--- config.mk ---
export PLATFORM = sky130hd
export DESIGN_NAME = imusfd_ctrl
export DESIGN_NICKNAME = d
export VERILOG_FILES = /design/src/sv/imusfd_pkg.sv /design/src/sv/imusfd_ctrl.sv
export SDC_FILE = /design/constraint.sdc
export NUM_CORES = 1
export LEC_CHECK = 0
export ABC_CLOCK_PERIOD_IN_PS = 2000
export BUFFER_PORTS_ARGS = -buffer_cell sky130_fd_sc_hd__buf_2
export CAP_MARGIN = 15
export CORE_AREA = 2 2 39 41
export CTS_CLUSTER_SIZE = 40
export DETAILED_ROUTE_END_ITERATION = 10
export DIE_AREA = 0 0 41 43
export PLACE_DENSITY = 0.58
export SYNTH_ARGS = -nofsm -noshare
export SYNTH_HDL_FRONTEND = slang
export SYNTH_SLANG_ARGS = --single-unit
--- constraint.sdc ---
create_clock -name clk -period 2 [get_ports clk]
set_input_delay 0.5 -clock clk [delete_from_list [all_inputs] [get_ports clk]]
set_output_delay 0.5 -clock clk [all_outputs]
set_load 0.005 [all_outputs]
--- src/sv/imusfd_pkg.sv ---
`timescale 1ns / 1ps

package imusfd_pkg;

  // Frame geometry and byte codes.
  localparam int          FRAME_BYTES  = 22;
  localparam int          CNT_W        = 5;
  localparam logic [4:0]  COUNT_MAX    = 5'd31;
  localparam logic [4:0]  FRAME_MIN    = 5'(FRAME_BYTES);
  localparam logic [7:0]  NEWLINE_CODE = 8'h0A;

  // Scale registers.
  localparam int           SCALE_W         = 24;
  localparam logic [23:0]  GYRO_SCALE_RST  = 24'd14641;
  localparam logic [23:0]  ACCEL_SCALE_RST = 24'd54807;
  localparam logic [23:0]  RATE_SCALE_RST  = 24'd213333;

  localparam int           CFG_IDX_W   = 2;
  localparam logic [1:0]   CFG_GYRO    = 2'd0;
  localparam logic [1:0]   CFG_ACCEL   = 2'd1;
  localparam logic [1:0]   CFG_RATE    = 2'd2;

  // Result widths.
  localparam int VEL_W  = 30;
  localparam int ACC_W  = 48;
  localparam int PROD_W = 56;

  // Calculation sequence: one multiply per step, the last step only retires.
  localparam int          STEP_W    = 4;
  localparam logic [3:0]  STEP_LAST = 4'd9;

  typedef enum logic [3:0] {
    OP_VEL_X = 4'd0,
    OP_VEL_Y = 4'd1,
    OP_VEL_Z = 4'd2,
    OP_LIN_X = 4'd3,
    OP_LIN_Y = 4'd4,
    OP_LIN_Z = 4'd5,
    OP_DV_X  = 4'd6,
    OP_DV_Y  = 4'd7,
    OP_DV_Z  = 4'd8
  } op_t;

  typedef enum logic [0:0] {
    ST_IDLE = 1'b0,
    ST_CALC = 1'b1
  } state_t;

  typedef struct packed {
    logic hist_shift;
    logic cnt_clear;
    logic mul_en;
    op_t  op;
    logic store_en;
    logic upd_prev;
  } cmd_t;

  typedef struct packed {
    logic rx_newline;
    logic frame_full;
  } status_t;

endpackage

--- src/sv/imusfd_ctrl.sv ---
`timescale 1ns / 1ps

module imusfd_ctrl (
  input  logic               clk,
  input  logic               rst_n,
  input  logic               in_valid,
  output logic               in_ready,
  output logic               out_valid,
  input  logic               out_ready,
  input  imusfd_pkg::status_t sts,
  output imusfd_pkg::cmd_t    cmd
);
  import imusfd_pkg::*;

  state_t            state_r, state_nxt;
  logic [STEP_W-1:0] step_r, step_nxt;
  logic              out_valid_r, out_valid_nxt;
  logic              accept;

  always_ff @(posedge clk) begin
    if (!rst_n) begin
      state_r     <= ST_IDLE;
      step_r      <= '0;
      out_valid_r <= 1'b0;
    end else begin
      state_r     <= state_nxt;
      step_r      <= step_nxt;
      out_valid_r <= out_valid_nxt;
    end
  end

  assign in_ready  = (state_r == ST_IDLE);
  assign out_valid = out_valid_r;
  assign accept    = in_valid && in_ready;

  always_comb begin
    state_nxt     = state_r;
    step_nxt      = step_r;
    out_valid_nxt = out_valid_r;
    if (out_valid_r && out_ready) begin
      out_valid_nxt = 1'b0;
    end
    cmd            = '0;
    cmd.op         = op_t'(step_r);
    cmd.hist_shift = accept && !sts.rx_newline;
    cmd.cnt_clear  = accept && sts.rx_newline;
    case (state_r)
      ST_IDLE: begin
        step_nxt = '0;
        if (accept && sts.rx_newline && sts.frame_full) begin
          state_nxt = ST_CALC;
        end
      end
      ST_CALC: begin
        // Results are written straight into the output registers, so the
        // sequence waits until the previous result has been transferred.
        if (!out_valid_r) begin
          cmd.mul_en   = (step_r != STEP_LAST);
          cmd.store_en = (step_r != '0);
          step_nxt     = step_r + 1'b1;
          if (step_r == STEP_LAST) begin
            cmd.upd_prev  = 1'b1;
            out_valid_nxt = 1'b1;
            step_nxt      = '0;
            state_nxt     = ST_IDLE;
          end
        end
      end
      default: begin
        state_nxt = ST_IDLE;
      end
    endcase
  end

endmodule

==> results.md <==
- Max FO, Critical Path: 6
- Met3 usage: under 10%
- Combinational fraction of design power: under 10%
- Chip width: between 40 and 50 um
- Vias: 371
- Clock root buffer: clkbuf_4
- Wirelength per Cell: around 11 um
- CTS Buf Count: 3
- Cell-internal power: 0.202 mW
- Antenna violations before repair: 0
- Area of the multi-input gates: between 200 and 250 sq um
- M2 GR Usage: 15.9%
- Synthesized area: about 340 sq um
- Maximum vdd drop: between 0.15 and 0.2 mV
- Power, Total: 0.265 mW
- Slowest Stage Delay on Critical Path: 0.39 ns
- H-tree depth: 1
- DRC Markers: 0
- Initial Util: about a quarter
- CTS tree: built
- HPWL after DPL: just over 600 um
- ANT cells: 0
- CP Capture Type: output pin
- DR iter-0 viols: 6
- Buf+Inv Stages, Crit Path: 2
- Worst slew pin tran: roughly 0.25 ns
- Flop pwr share: between 40% and 50%
- Largest net degree at the start of global routing: 9
- Fin util: 33.7%
- Final setup fails: 0
- Status: finished, final reports clean
- Synth area leader: dfxtp_1
- Core region area: around 0.0014 sq mm
- Die ar.: around 0.0018 sq mm
- Crit-path slowest cell: dfxtp_1
- Delay-heaviest family, CP: flip-flops
- WL final: 851 um
- MaxCap Viol Count: 0
- Pins Over Slew Limit: 0
- Clk pwr share: 44.7%
- Slew headroom: between 80% and 90%
- Worst Hold Slack: roughly 0.48 ns
- Port Buffers: 16
- Yosys warning total: 0
- Syn Area/Cell: around 8.0 sq um
- Final Hold Fails: 0
- Yosys cell types: 20
- Post-CTS Setup Bufs: 0
- GR peak layer: met2
- Total congestion overflow: 0
- Met1 Use GR: ~14%
- Vert. Die Dim: approximately 43 um
- Layout cells sized above 1: between 30% and 40%
- Latest clock arrival within the worst-skew pair: around 0.25 ns
- Worst-path clk slew: ~0.050 ns
- Sw Share: 23.8%
- Fmax: between 500 and 600 MHz
- # rows: 14
- RD Place Congestion: approximately 0.65
- Critical Path RT: ~1.5 ns
- Global Route Usage Sum: a little under an eighth
- Worst Hold Class: in -> reg
- Post-synthesis sequential area ratio: a little over a third
- Vias per cell: 4.76
- Net switching power: about 0.063 mW
- Share of Yosys cell area claimed by the top area cell type: about a third
- Synth area leaders: dfxtp_1 35%, ha_1 11%, a21oi_1 7.3%
- Cts hold-fix bufs: 0
- Leakage: 0.214 nW
- Power per cell area: around 570 mW/mm^2
- Critical path cell sequence: inv_1, ha_1, and3b_1, nor2_1, buf_2
- Synth Register Bits: 6
- Post-route ant nets: 0
- Final critical-path required period: approximately 1.8 ns
- CTS resizes: 0
- Vias in the first global route: 330
- Syn nets: 52
- Ports: 17
- Layout Nets: 73
- Clock Sinks: 6
- CP Launch Type: register
- Syn Inst Count: 43
- RSZ-0062 raised after global routing: no
- Register area: between 100 and 150 sq um
- Worst Setup Path Type: reg -> out
- Final Cycle Share: 91.9%
- Pre-antenna DRT Iters: 4
- Number of fill cells in the layout: 155
- Critical path arrival: approximately 1.3 ns
- Layout area overhead: 35.6%
- Clk_skew: slightly below 0.007 ns
- Setup_tns: 0 ns
- First-pass GRT wire length: roughly 1.3 mm
- CTS max path bufs: 2
registers in the layout, indices dropped and copies added (netlist names):
register / flops
state_r: 1
out_valid: 1
step_r: 4
final timing paths:
| kind | start | depth (start not counted) | endpoint | slack, ns |
|---|---|---|---|---|
| max | step_r[1] | 5 | cmd[6] | 0.16 |
| min | sts[0] | 2 | state_r | 0.48 |
| max reg2reg | step_r[1] | 5 | step_r[2] | 0.59 |
| min reg2reg | step_r[1] | 2 | step_r[1] | 0.51 |
cell families after synthesis:
family                   after synthesis  share of synthesized area (%)
flip-flops                             6                           34.9
AO/OA/AOI/OAI                         11                           19.3
AND/OR/NAND/NOR                       19                           30.5
adder cells (fa/ha/maj)                3                           10.9
buffers and inverters                  4                           4.36
layout make-up:
type	instances	area share (%)
multi-input cells	33	44.8
flip-flops and latches	6	25.7
repair buffers	16	17.2
clock buffers	3	4.83
well taps	16	4.29
inverters	4	3.22
placed cells by master, fill, tap and decap left out, drive strengths merged, types with 2 or more instances in the layout:
cell    Yosys  layout
a21oi       6       6
buf         0      16
clkbuf      0       3
dfxtp       6       6
ha          3       3
inv         4       4
nand2       4       4
nand2b      2       2
nand3       2       2
nor2        4       4
o21ai       2       2
through the flow:
stage,area [sq um],worst slack (ns),std cells
6_report,467,0.163,78
3_5_place_dp,444,0.433,75
4_1_cts,467,0.149,78
2_1_floorplan,344,0.557,43
3_3_place_gp,444,0.464,75
5_1_grt,467,0.0312,78
metal layers:
layer  up-vias  share of wire [%]
li1        192                  -
met1       172                 47
met2         7                 47
met3         0                5.1
met4         0                  0
met5         -                  0
power groups by stage:
stage / Clock, mW / Combinational (mW) / Sequential [mW]
after floorplan: 0 / 0.0106 / 0.126
after global placement: 0 / 0.0227 / 0.127
after detailed placement: 0 / 0.0227 / 0.127
after CTS: 0.126 / 0.0227 / 0.124
after global routing: 0.135 / 0.0257 / 0.125
final: 0.118 / 0.0225 / 0.124
worst register-to-register path, cell delays in order, from the launching register on:
cell	delay, ns
dfxtp_1	0.39
inv_1	0.08
ha_1	0.20
and3b_1	0.20
or3_1	0.36
a21oi_2	0.11
synthesized netlist by cell type (all sizes together):
cell type	count
nor2	4
or3	1
and2	1
nand2b	2
nor4bb	1
o21ai	2
nand2	4
inv	4
ha	3
a31o	1
a21oi	6
dfxtp	6
nand3b	1
o22ai	1
a21boi	1
nor3b	1
and3	1
and3b	1
nand3	2
Power figures use the tool's default switching activity.
